<file path="src/hdl/cl2n_pkg.sv">
// Shared constants and types for the per-lane L2 norm block.
package cl2n_pkg;

  localparam int LANES    = 16;
  localparam int LANE_W   = 4;
  localparam int SAMPLE_W = 16;
  localparam int MAG_W    = SAMPLE_W + 1;
  localparam int SQ_W     = 31;
  localparam int SUM_W    = 48;
  localparam int EPS_W    = 16;
  localparam int NORM_W   = 24;
  localparam int REM_W    = NORM_W + 3;
  localparam int STEP_W   = 5;

  localparam logic [EPS_W-1:0]  EPS_RESET = 16'd1;
  localparam logic [SUM_W-1:0]  SUM_MAX   = {SUM_W{1'b1}};
  localparam logic [STEP_W-1:0] LAST_STEP = STEP_W'(NORM_W - 1);

  typedef enum logic [3:0] {
    SQ_IDLE = 4'b0001,
    SQ_LOAD = 4'b0010,
    SQ_ITER = 4'b0100,
    SQ_DONE = 4'b1000
  } sq_state_t;

endpackage

</file>
<file path="src/hdl/cl2n_ifs.sv">
// Channel interfaces: sample input, norm result and epsilon write.
interface cl2n_in_if import cl2n_pkg::*; ();
  logic                       valid;
  logic                       ready;
  logic signed [SAMPLE_W-1:0] sample;
  logic [LANE_W-1:0]          lane;
  logic                       last_of_channel;

  modport source (output valid, sample, lane, last_of_channel, input ready);
  modport sink   (input valid, sample, lane, last_of_channel, output ready);
endinterface

interface cl2n_out_if import cl2n_pkg::*; ();
  logic              valid;
  logic              ready;
  logic [LANE_W-1:0] norm_lane;
  logic [NORM_W-1:0] norm_value;

  modport source (output valid, norm_lane, norm_value, input ready);
  modport sink   (input valid, norm_lane, norm_value, output ready);
endinterface

interface cl2n_cfg_if import cl2n_pkg::*; ();
  logic             valid;
  logic             ready;
  logic [EPS_W-1:0] data;

  modport source (output valid, data, input ready);
  modport sink   (input valid, data, output ready);
endinterface

</file>
<file path="src/hdl/channel_l2_norm.sv">
// Top level: per-lane sum of squares with a digit-serial square root on lane close.
//
// in_ch carries one signed Q7.8 sample per word with its lane and a
// last-of-channel flag. Each sample is squared and added (saturating at
// 2^48-1) to its lane's sum, held in a 16 x 48 RAM. Words without the
// flag are taken one per cycle while the root unit is idle; back-to-back
// words to the same lane are forwarded around the RAM read.
// A flagged word closes the lane: its sum plus epsilon goes to a square
// root unit that retires one result bit per cycle, and the lane is
// cleared. The result reaches out_ch through the root unit's load,
// iterate and done states; in_ch is held off from the cycle after that
// word until the root is handed to the output register.
// cfg_ch writes epsilon (Q.16), always ready; write it only while idle.
// Reset: all lane sums read as zero (per-lane valid bits), epsilon = 1.
// If out_ch stalls while the output register is full, the finished root
// waits in the root unit and in_ch stays closed until the register frees.
module channel_l2_norm import cl2n_pkg::*; (
  input  logic        clk,
  input  logic        rst_n,
  cl2n_in_if.sink     in_ch,
  cl2n_out_if.source  out_ch,
  cl2n_cfg_if.sink    cfg_ch
);

  // epsilon register
  logic [EPS_W-1:0] eps_r, eps_nxt;

  // accept stage
  logic              in_fire;
  logic [MAG_W-1:0]  mag;
  logic [2*MAG_W-1:0] prod;

  logic              s1_vld_r, s1_vld_nxt;
  logic              s1_last_r;
  logic [LANE_W-1:0] s1_lane_r;
  logic [SQ_W-1:0]   s1_sq_r;

  // accumulate stage
  logic [SUM_W-1:0]  ram_rdata;
  logic [SUM_W-1:0]  old_sum;
  logic [SUM_W:0]    acc_wide;
  logic [SUM_W-1:0]  acc_sat;
  logic [SUM_W-1:0]  wr_data;
  logic [LANES-1:0]  lane_vld_r, lane_vld_nxt;
  logic              wb_vld_r, wb_vld_nxt;
  logic [LANE_W-1:0] wb_lane_r;
  logic [SUM_W-1:0]  wb_data_r;

  // square root unit
  sq_state_t         sq_state_r, sq_state_nxt;
  logic [SUM_W-1:0]  sq_x_r, sq_x_nxt;
  logic [LANE_W-1:0] sq_lane_r, sq_lane_nxt;
  logic [REM_W-1:0]  sq_rem_r, sq_rem_nxt;
  logic [NORM_W-1:0] sq_root_r, sq_root_nxt;
  logic [STEP_W-1:0] sq_cnt_r, sq_cnt_nxt;
  logic [SUM_W:0]    eps_wide;
  logic [REM_W-1:0]  rem_sh;
  logic [REM_W-1:0]  trial;

  // output register
  logic              out_vld_r, out_vld_nxt;
  logic [LANE_W-1:0] out_lane_r, out_lane_nxt;
  logic [NORM_W-1:0] out_norm_r, out_norm_nxt;

  assign cfg_ch.ready = 1'b1;
  assign in_ch.ready  = (sq_state_r == SQ_IDLE) && !(s1_vld_r && s1_last_r);
  assign in_fire      = in_ch.valid && in_ch.ready;

  assign out_ch.valid      = out_vld_r;
  assign out_ch.norm_lane  = out_lane_r;
  assign out_ch.norm_value = out_norm_r;

  assign eps_nxt = (cfg_ch.valid && cfg_ch.ready) ? cfg_ch.data : eps_r;

  // magnitude of the sample; the most negative code gives 32768
  assign mag  = in_ch.sample[SAMPLE_W-1] ? (~{1'b1, in_ch.sample} + MAG_W'(1))
                                         : {1'b0, in_ch.sample};
  assign prod = mag * mag;
  assign s1_vld_nxt = in_fire;

  cl2n_ram #(.WIDTH(SUM_W), .DEPTH(LANES)) u_sum_ram (
    .clk   (clk),
    .we    (s1_vld_r),
    .waddr (s1_lane_r),
    .wdata (wr_data),
    .raddr (in_ch.lane),
    .rdata (ram_rdata)
  );

  // read-modify-write; the previous cycle's write is forwarded past the RAM
  always_comb begin
    if (wb_vld_r && wb_lane_r == s1_lane_r) begin
      old_sum = wb_data_r;
    end else if (lane_vld_r[s1_lane_r]) begin
      old_sum = ram_rdata;
    end else begin
      old_sum = '0;
    end
    acc_wide = {1'b0, old_sum} + {{(SUM_W + 1 - SQ_W){1'b0}}, s1_sq_r};
    acc_sat  = acc_wide[SUM_W] ? SUM_MAX : acc_wide[SUM_W-1:0];
    wr_data  = s1_last_r ? '0 : acc_sat;
    wb_vld_nxt   = s1_vld_r;
    lane_vld_nxt = lane_vld_r;
    if (s1_vld_r) begin
      lane_vld_nxt[s1_lane_r] = 1'b1;
    end
  end

  always_comb begin
    sq_state_nxt = sq_state_r;
    sq_x_nxt     = sq_x_r;
    sq_lane_nxt  = sq_lane_r;
    sq_rem_nxt   = sq_rem_r;
    sq_root_nxt  = sq_root_r;
    sq_cnt_nxt   = sq_cnt_r;
    out_vld_nxt  = out_vld_r && !out_ch.ready;
    out_lane_nxt = out_lane_r;
    out_norm_nxt = out_norm_r;
    eps_wide     = {1'b0, sq_x_r} + {{(SUM_W + 1 - EPS_W){1'b0}}, eps_r};
    rem_sh       = {sq_rem_r[REM_W-3:0], sq_x_r[SUM_W-1 -: 2]};
    trial        = {{(REM_W - NORM_W - 2){1'b0}}, sq_root_r, 2'b01};
    unique case (sq_state_r)
      SQ_IDLE: begin
        if (s1_vld_r && s1_last_r) begin
          sq_x_nxt     = acc_sat;
          sq_lane_nxt  = s1_lane_r;
          sq_state_nxt = SQ_LOAD;
        end
      end
      SQ_LOAD: begin
        sq_x_nxt     = eps_wide[SUM_W] ? SUM_MAX : eps_wide[SUM_W-1:0];
        sq_rem_nxt   = '0;
        sq_root_nxt  = '0;
        sq_cnt_nxt   = '0;
        sq_state_nxt = SQ_ITER;
      end
      SQ_ITER: begin
        // one root bit per step, two radicand bits shifted in
        if (rem_sh >= trial) begin
          sq_rem_nxt  = rem_sh - trial;
          sq_root_nxt = {sq_root_r[NORM_W-2:0], 1'b1};
        end else begin
          sq_rem_nxt  = rem_sh;
          sq_root_nxt = {sq_root_r[NORM_W-2:0], 1'b0};
        end
        sq_x_nxt   = {sq_x_r[SUM_W-3:0], 2'b00};
        sq_cnt_nxt = sq_cnt_r + STEP_W'(1);
        if (sq_cnt_r == LAST_STEP) begin
          sq_state_nxt = SQ_DONE;
        end
      end
      SQ_DONE: begin
        if (!out_vld_r || out_ch.ready) begin
          out_vld_nxt  = 1'b1;
          out_lane_nxt = sq_lane_r;
          out_norm_nxt = sq_root_r;
          sq_state_nxt = SQ_IDLE;
        end
      end
      default: sq_state_nxt = SQ_IDLE;
    endcase
  end

  always_ff @(posedge clk) begin
    if (!rst_n) begin
      eps_r      <= EPS_RESET;
      s1_vld_r   <= 1'b0;
      wb_vld_r   <= 1'b0;
      lane_vld_r <= '0;
      sq_state_r <= SQ_IDLE;
      out_vld_r  <= 1'b0;
    end else begin
      eps_r      <= eps_nxt;
      s1_vld_r   <= s1_vld_nxt;
      wb_vld_r   <= wb_vld_nxt;
      lane_vld_r <= lane_vld_nxt;
      sq_state_r <= sq_state_nxt;
      out_vld_r  <= out_vld_nxt;
    end
  end

  always_ff @(posedge clk) begin
    if (in_fire) begin
      s1_last_r <= in_ch.last_of_channel;
      s1_lane_r <= in_ch.lane;
      s1_sq_r   <= prod[SQ_W-1:0];
    end
    wb_lane_r  <= s1_lane_r;
    wb_data_r  <= wr_data;
    sq_x_r     <= sq_x_nxt;
    sq_lane_r  <= sq_lane_nxt;
    sq_rem_r   <= sq_rem_nxt;
    sq_root_r  <= sq_root_nxt;
    sq_cnt_r   <= sq_cnt_nxt;
    out_lane_r <= out_lane_nxt;
    out_norm_r <= out_norm_nxt;
  end

endmodule

</file>
<file path="src/hdl/cl2n_ram.sv">
// Generic single-write, single-read RAM with registered read-first output.
module cl2n_ram #(
  parameter int WIDTH = 8,
  parameter int DEPTH = 16
) (
  input  logic                     clk,
  input  logic                     we,
  input  logic [$clog2(DEPTH)-1:0] waddr,
  input  logic [WIDTH-1:0]         wdata,
  input  logic [$clog2(DEPTH)-1:0] raddr,
  output logic [WIDTH-1:0]         rdata
);

  logic [WIDTH-1:0] mem [DEPTH];

  always_ff @(posedge clk) begin
    if (we) begin
      mem[waddr] <= wdata;
    end
    rdata <= mem[raddr];
  end

endmodule
</file>
<file path="src/flat_wrapper.sv">
// flat-port wrapper written by rule: the top's interface ports become plain ports
module channel_l2_norm_flat import cl2n_pkg::*;
  (clk, rst_n, in_ch_valid, in_ch_sample, in_ch_lane, in_ch_last_of_channel, in_ch_ready, out_ch_valid, out_ch_norm_lane, out_ch_norm_value, out_ch_ready, cfg_ch_valid, cfg_ch_data, cfg_ch_ready);
  cl2n_in_if in_ch_i ();
  cl2n_out_if out_ch_i ();
  cl2n_cfg_if cfg_ch_i ();
  input  logic clk;
  input  logic rst_n;
  input wire logic [$bits(in_ch_i.valid)-1:0] in_ch_valid;
  input wire logic [$bits(in_ch_i.sample)-1:0] in_ch_sample;
  input wire logic [$bits(in_ch_i.lane)-1:0] in_ch_lane;
  input wire logic [$bits(in_ch_i.last_of_channel)-1:0] in_ch_last_of_channel;
  output wire logic [$bits(in_ch_i.ready)-1:0] in_ch_ready;
  output wire logic [$bits(out_ch_i.valid)-1:0] out_ch_valid;
  output wire logic [$bits(out_ch_i.norm_lane)-1:0] out_ch_norm_lane;
  output wire logic [$bits(out_ch_i.norm_value)-1:0] out_ch_norm_value;
  input wire logic [$bits(out_ch_i.ready)-1:0] out_ch_ready;
  input wire logic [$bits(cfg_ch_i.valid)-1:0] cfg_ch_valid;
  input wire logic [$bits(cfg_ch_i.data)-1:0] cfg_ch_data;
  output wire logic [$bits(cfg_ch_i.ready)-1:0] cfg_ch_ready;
  assign in_ch_i.valid = in_ch_valid;
  assign in_ch_i.sample = in_ch_sample;
  assign in_ch_i.lane = in_ch_lane;
  assign in_ch_i.last_of_channel = in_ch_last_of_channel;
  assign in_ch_ready = in_ch_i.ready;
  assign out_ch_valid = out_ch_i.valid;
  assign out_ch_norm_lane = out_ch_i.norm_lane;
  assign out_ch_norm_value = out_ch_i.norm_value;
  assign out_ch_i.ready = out_ch_ready;
  assign cfg_ch_i.valid = cfg_ch_valid;
  assign cfg_ch_i.data = cfg_ch_data;
  assign cfg_ch_ready = cfg_ch_i.ready;
  channel_l2_norm u_core (.clk(clk), .rst_n(rst_n), .in_ch(in_ch_i), .out_ch(out_ch_i), .cfg_ch(cfg_ch_i));
endmodule
</file>
<file path="config.mk">
export PLATFORM = sky130hd
export DESIGN_NAME = channel_l2_norm_flat
export DESIGN_NICKNAME = d
export VERILOG_FILES = /design/src/hdl/cl2n_pkg.sv /design/src/hdl/cl2n_ifs.sv /design/src/hdl/channel_l2_norm.sv /design/src/hdl/cl2n_ram.sv /design/src/flat_wrapper.sv
export SDC_FILE = /design/constraint.sdc
export NUM_CORES = 2
export LEC_CHECK = 0
export BUFFER_PORTS_ARGS = -buffer_cell sky130_fd_sc_hd__buf_2
export CORE_MARGIN = 2
export CORE_UTILIZATION = 52
export CTS_BUF_LIST = sky130_fd_sc_hd__clkbuf_2
export CTS_CLUSTER_DIAMETER = 100
export DETAILED_ROUTE_END_ITERATION = 6
export GPL_TIMING_DRIVEN = 0
export PLACE_DENSITY = 0.71
export SLEW_MARGIN = 40
export SYNTH_ARGS = -nofsm -noshare
export SYNTH_HDL_FRONTEND = slang
export SYNTH_SLANG_ARGS = --single-unit
export TNS_END_PERCENT = 10
</file>
<file path="constraint.sdc">
create_clock -name clk -period 9.8 [get_ports clk]
set_input_delay 1.96 -clock clk [delete_from_list [all_inputs] [get_ports clk]]
set_output_delay 1.96 -clock clk [all_outputs]
set_load 0.02 [all_outputs]
</file>
# Yosys cells after proc, flatten, opt, wreduce, memory -nomap -nowiden
# Memories as Yosys holds them, arrays and structs flattened. A register that Yosys moved wholly into a read port is not among the register bits.
# Cells that the tools add are included.
[word_totals]
reg_bits = 261
wordCells = 80
output_inout_bits = 31
n_memories = 1
in_bits = 42
mem_bits_rw = 768
[mem_list]
columns = ["memory", "depth", "width", "read_ports", "rd_clocked_by_memory_dff", "write_ports", "line", "text"]
rows = [
  ["u_core.u_sum_ram.mem", 16, 48, 1, 1, 1, "cl2n_ram.sv:14", "logic [WIDTH-1:0] mem [DEPTH];"],
]
[classes]
bitwise_logic = 2
mul = 1
n_addsub = 5
reduce_logical = 16
magnitude_cmp = 3
muxes = 25
n_eq_ne = 9
[ops]
columns = ["op", "n"]
rows = [
  ["$mux W48", 6],
  ["$pmux W48 S3", 1],
  ["$pmux W25 S2", 1],
  ["$add A48 B16 Y49", 1],
  ["$add A48 B31 Y49", 1],
  ["$pmux W24 S2", 1],
  ["$mul A17 B17 Y31", 1],
  ["$ge A27 B26 Y1", 1],
  ["$mux W25", 1],
  ["$sub A25 B25 Y25", 1],
  ["$add A17 B1 Y17 const B", 1],
  ["$mux W17", 1],
  ["$not A17 Y17", 1],
  ["$or A16 B16 Y16", 1],
  ["$pmux W4 S4", 1],
  ["$mux W4", 3],
  ["$pmux W5 S2", 1],
  ["$mux W1", 7],
  ["$logic_and A1 B1 Y1", 6],
  ["$reduce_and A2 Y1", 3],
  ["$add A5 B1 Y5 const B", 1],
  ["$eq A5 B5 Y1 const B", 1],
  ["$lt A4 B5 Y1 const B", 1],
  ["$bmux W1 S4", 1],
  ["14 further kinds", 17],
]

# Longest topological paths before layout
[logic_depth]
word_depth = 8
ltp_mapped = 33

# Hierarchy
# From an unflattened synthesis, not the netlist that was laid out.
[unflattened]
cells_unflattened = 3675
hier_area_um2 = 52749.3
[by_module_without_submodules]
columns = ["module", "seq_area_each_um2", "area_each_um2", "cells_each", "n_inst"]
rows = [
  ["cl2n_ram", 24023.0, 29691.0, 1242, 1],
  ["channel_l2_norm", 6896.6, 23058.4, 2433, 1],
]

# Worst setup path before layout
# OpenSTA, ideal clock, no wires.
[synth_path]
kind = "input-to-reg"
start = "input port in_ch_sample[5]"
end = "register u_core.s1_sq_r[30], data pin"
t_required_ns = 9.540
arrival_ns = 9.041
stages = 26
setup_slack_ns = 0.500
cell_sequence = "or4_1 -> or2_2 -> nor3_1 -> a21boi_0 -> xnor2_1 -> clkinv_1 -> nand2_1 -> fa_1 -> fa_1 -> inv_1 -> fa_1 -> fa_1 -> fa_1 -> inv_1 -> fa_1 -> inv_1 -> ha_1 -> a21o_1 -> a21oi_1 -> nand3_1 -> o211ai_1 -> o21ai_1 -> o41a_1 -> a211o_1 -> o31a_1 -> xnor2_1"
[synth_between]
elab_chain_len = 4
[synth_lines]
columns = ["element", "line", "text"]
rows = [
  ["from (decl)", "flat_wrapper.sv:10", "input wire logic [$bits(in_ch_i.sample)-1:0] in_ch_sample;"],
  ["$not A17 Y17", "channel_l2_norm.sv:76", "assign mag = in_ch.sample[SAMPLE_W-1] ? (~{1'b1, in_ch.sample} + MAG_W'(1))"],
  ["$add A17 B1 Y17", "channel_l2_norm.sv:76", ""],
  ["$mux W17 *", "channel_l2_norm.sv:76", ""],
  ["$mul A17 B17 Y31 *", "channel_l2_norm.sv:78", "assign prod = mag * mag;"],
  ["via u_core.prod[30]", "channel_l2_norm.sv:31", "logic [2*MAG_W-1:0] prod;"],
  ["to (signal assigned)", "channel_l2_norm.sv:186", "s1_sq_r <= prod[SQ_W-1:0];"],
  ["to (decl)", "channel_l2_norm.sv:36", "logic [SQ_W-1:0] s1_sq_r;"],
]
# The timed path passes the listed nets; every way through them passes the cells marked *.
# A chain may end at the register's enable or synchronous reset.

# Final worst setup path
[layout_path]
start = "input port in_ch_sample[0]"
end = "register u_core.s1_sq_r[30], data pin"
# Same word-level chain as after synthesis.

==> parameters.txt <==
Parameter                              Value

Synth
  Simple-gate share of the synthesized area    5.848%
  Xor-xnor portion of the synthesized cell area    roughly 2.6%
  Number of enable-type register cells in the synthesized netlist    between 900 and 1000
  Syn Area/Cell    ~15 sq um
  Compound-Gate Fraction of Synth Area    under 10%
  Post-synthesis sequential area ratio    around 59%
  Adder and majority cell fraction of the synthesized area    a little under an eighth
  Synth unique cells    104
  Mux share of post-synthesis cell area    a little under an eighth
  Yosys Warn Count    0
  Most used flip-flop cell after synthesis    sky130_fd_sc_hd__edfxtp_1
  Cell count after synthesis    3460
  Async S/R FF share, synth    0%
  Area of the mapped netlist    between 50000 and 60000 sq um
  Flip-flop and latch count after synthesis    1076
  Largest family of logic cells by synthesized area    adder cells

Worst setup path
  Peak per-stage delay on the critical path    approximately 550 ps
  Worst setup path class    primary input to register
  Family with the most delay on the worst path    adder cells
  Worst EP arrival    about 11000 ps
  Critical path capture point type    register
  Startpoint kind of the worst setup timing path    primary input
  Biggest fanout along the worst timing path    10
  Critical path's slowest cell    sky130_fd_sc_hd__fa_1
  Number of buffer and inverter stages on the critical path    10
  Dominant cell type by count on the critical path    sky130_fd_sc_hd__inv_1
  Required time of the worst setup path    between 10000 and 15000 ps

Die
  Die Y-Extent    about 320 um
  Area of the die    about 100000 sq um
  Number of top-level pins    73
  Core area    between 90000 and 100000 sq um
  Number of placement rows    approximately 120
  Effective utilization at floorplan    between 50% and 60%
  Width of the die    321.0 um

Timing
  Max-slew violation count    0
  Period Utilization, post-route    around 96%
  RSZ-0062 raised after global routing    no
  Fmax    between 0.1 and 0.15 GHz
  Worst relative slew slack    between 30% and 40%
  Final worst slack    412.4 ps
  Transition time at the pin with the least slew margin    between 900 and 1000 ps
  Final hold violation count    0
  Fin Clk Skew    around 200 ps
  Final min period    ~9400 ps
  Finish-stage setup viols    0

Pwr
  Post-route total power    19.21 mW
  Worst voltage drop across the vdd grid    about 0.62 mV
  Power per unit of standard cell area    328.5 nW/um^2
  LEAKAGE    22.62 nW

Clock network
  Root buffer cell    sky130_fd_sc_hd__clkbuf_2
  Hold buffer count at cts    0
  Clock buffers created by TritonCTS    approximately 280
  Post-cts sizing count    0
  Buffers inserted by post-CTS timing repair    0
  Insertion delay to the later sink of the worst-skew pair    ~1500 ps
  CTS H-tree depth    5
  CTS clock-pin slew for the worst setup and hold paths    100 ps
  Clock Sink Count    roughly 1100
  TritonCTS clock tree    done
  Clock buffer depth    4

Global route
  Global-route wire length before repair    ~190000 um
  Aggregate global routing overflow    0
  Total global-route track usage    between 20% and 30%
  Antenna violations before repair    3
  Pin count of the biggest net entering global routing    37
  Number of global-route vias before repair    roughly 32000

Drt
  Antenna Violating Nets Remaining    0
  Ratio of routed vias to standard cells    5.744
  Drt wl/cell    about 23 um
  Detailed-routed wire length on met3    approximately 11000 um
  Total wire length    between 100000 and 150000 um
  Highest signal layer in the routed design    met4
  Detailed-routing wirelength on met1    slightly below 50000 um
  Violation count after the first detailed-route iteration    2703
  Count of unresolved DRC violations after routing    0
  Vias    between 30000 and 40000
  Detailed route wirelength on metal2    59770 um
  Initial DRT Pass Iterations    5

Place
  Worst setup timing slack at the placement stage    -1213 ps
  HPWL reported at the end of detailed placement    ~89000 um
  Routability congestion estimate from global placement    ~0.9
  Port-buffer cells    between 60 and 70

Cells and area
  Fraction of final layout cells sized beyond drive strength 1    24.53%
  Layout Nets    roughly 4300
  Top library cells by usage in the layout, fill and taps aside    937 x sky130_fd_sc_hd__edfxtp_1, 425 x sky130_fd_sc_hd__clkbuf_2, 327 x sky130_fd_sc_hd__inv_1, 241 x sky130_fd_sc_hd__mux4_2, 195 x sky130_fd_sc_hd__nor2_1
  Growth of design area from synthesis to finish    11.91%
  Most common cell after layout, fill and taps aside    sky130_fd_sc_hd__edfxtp_1

Min path
  Worst hold path class    register to register

Run status
  Run status    finished clean

Run
  Number of max-cap violations    0
power by group:
| group | switching, mW | internal (mW) | leakage, nW |
|---|---|---|---|
| Sequential | 0.271 | 6.46 | 9.71 |
| Clock | 1.74 | 1.15 | 1.84 |
| Combinational | 5.71 | 3.87 | 11.1 |
| Total | 7.72 | 11.5 | 22.6 |
cells in the mapped netlist, types with 6 or more instances:
| cell | count | area share (%) |
|---|---|---|
| sky130_fd_sc_hd__ha_1 | 166 | 4.0 |
| sky130_fd_sc_hd__a22o_1 | 35 | 0.59 |
| sky130_fd_sc_hd__a211o_1 | 11 | 0.18 |
| sky130_fd_sc_hd__or3_1 | 8 | 0.096 |
| sky130_fd_sc_hd__and3_1 | 15 | 0.18 |
| sky130_fd_sc_hd__buf_1 | 14 | 0.10 |
| sky130_fd_sc_hd__o211ai_1 | 8 | 0.11 |
| sky130_fd_sc_hd__nand2b_1 | 20 | 0.24 |
| sky130_fd_sc_hd__dfxtp_1 | 139 | 5.3 |
| sky130_fd_sc_hd__clkbuf_1 | 99 | 0.71 |
| sky130_fd_sc_hd__o21ai_0 | 78 | 0.75 |
| sky130_fd_sc_hd__buf_4 | 7 | 0.10 |
| sky130_fd_sc_hd__and2_1 | 16 | 0.19 |
| sky130_fd_sc_hd__xor2_1 | 54 | 0.91 |
| sky130_fd_sc_hd__a21o_1 | 54 | 0.78 |
| sky130_fd_sc_hd__nor3_1 | 38 | 0.36 |
| sky130_fd_sc_hd__o31ai_1 | 6 | 0.086 |
| sky130_fd_sc_hd__nand4_1 | 18 | 0.22 |
| sky130_fd_sc_hd__a21oi_1 | 152 | 1.5 |
| sky130_fd_sc_hd__fa_1 | 194 | 7.4 |
| sky130_fd_sc_hd__and4_1 | 7 | 0.12 |
| sky130_fd_sc_hd__nor2_1 | 244 | 1.8 |
| sky130_fd_sc_hd__a211oi_1 | 12 | 0.17 |
| sky130_fd_sc_hd__edfxtp_1 | 937 | 54 |
| sky130_fd_sc_hd__nand3_1 | 28 | 0.27 |
| sky130_fd_sc_hd__nand2_1 | 155 | 1.1 |
| sky130_fd_sc_hd__mux4_2 | 241 | 10 |
| sky130_fd_sc_hd__or2_2 | 11 | 0.13 |
| sky130_fd_sc_hd__inv_1 | 327 | 2.3 |
| sky130_fd_sc_hd__nor2b_1 | 32 | 0.38 |
| sky130_fd_sc_hd__mux2i_1 | 37 | 0.71 |
| sky130_fd_sc_hd__xnor2_1 | 97 | 1.6 |
| sky130_fd_sc_hd__o21bai_1 | 9 | 0.13 |
| sky130_fd_sc_hd__o21a_1 | 29 | 0.42 |
| sky130_fd_sc_hd__a31oi_1 | 17 | 0.20 |
| sky130_fd_sc_hd__o21ai_1 | 9 | 0.086 |
area by class of cell:
type | count | area [sq um]
inverters | 332 | 1246
diodes | 5 | 12.51
well taps | 1298 | 1624
multi-input cells | 1953 | 20010
fillers | 7703 | 41380
plain buffers | 132 | 646.9
clock buffers | 408 | 2042
flip-flops and latches | 1076 | 30920
repair buffers | 164 | 1680
clock inverters | 60 | 289.0
per-stage QoR:
step	utilization, %	hold slack, ps	setup TNS, ps	cells	instance area, sq um
6_report	58.56	401.6	0	5428	58470
5_1_grt	58.56	413.7	0	5428	58470
2_1_floorplan	-	366.6	0	3494	52380
3_5_place_dp	56.10	385.4	-7601	4954	56020
3_3_place_gp	54.43	380.4	-7664	4861	54350
4_1_cts	58.44	383.8	0	5422	58350
kinds of logic (layout without fill, tap and decap cells):
group | Yosys count | count (layout)
flip-flops | 1076 | 1076
AND/OR/NAND/NOR | 641 | 641
AO/OA/AOI/OAI | 482 | 482
buffers and inverters | 465 | 1096
adder cells (fa/ha/maj) | 360 | 360
multiplexers | 282 | 282
XOR/XNOR | 152 | 152
other | 2 | 41
sequential cells by signal, indices dropped and copies added (netlist names), 5 cells and up:
signal	count
u_core.u_sum_ram.mem	768
u_core.sq_x_r	48
u_core.u_sum_ram.rdata	48
u_core.wb_data_r	48
u_core.s1_sq_r	30
u_core.sq_rem_r	25
u_core.out_ch.norm_value	24
u_core.sq_root_r	24
u_core.eps_r	16
u_core.lane_vld_r	16
u_core.sq_cnt_r	5
metal layers:
layer	vias to the layer above	global-route usage (%)
li1	13930	-
met1	15710	32.99
met2	1313	39.41
met3	225	5.402
met4	0	7.934
met5	-	0
path summary, 6_finish.rpt:
check / startpoint / end / slack [ps] / cells past startpoint
min reg2reg: u_core.s1_lane_r[1] / u_core.wb_lane_r[1] / 400 / 0
max reg2reg: u_core.s1_lane_r[1] / u_core.u_sum_ram.mem[0][46] / 3110 / 20
min: u_core.s1_lane_r[1] / u_core.wb_lane_r[1] / 400 / 0
max: in_ch_sample[0] / u_core.s1_sq_r[30] / 410 / 32
No activity file was read; power rests on OpenSTA's default activity.
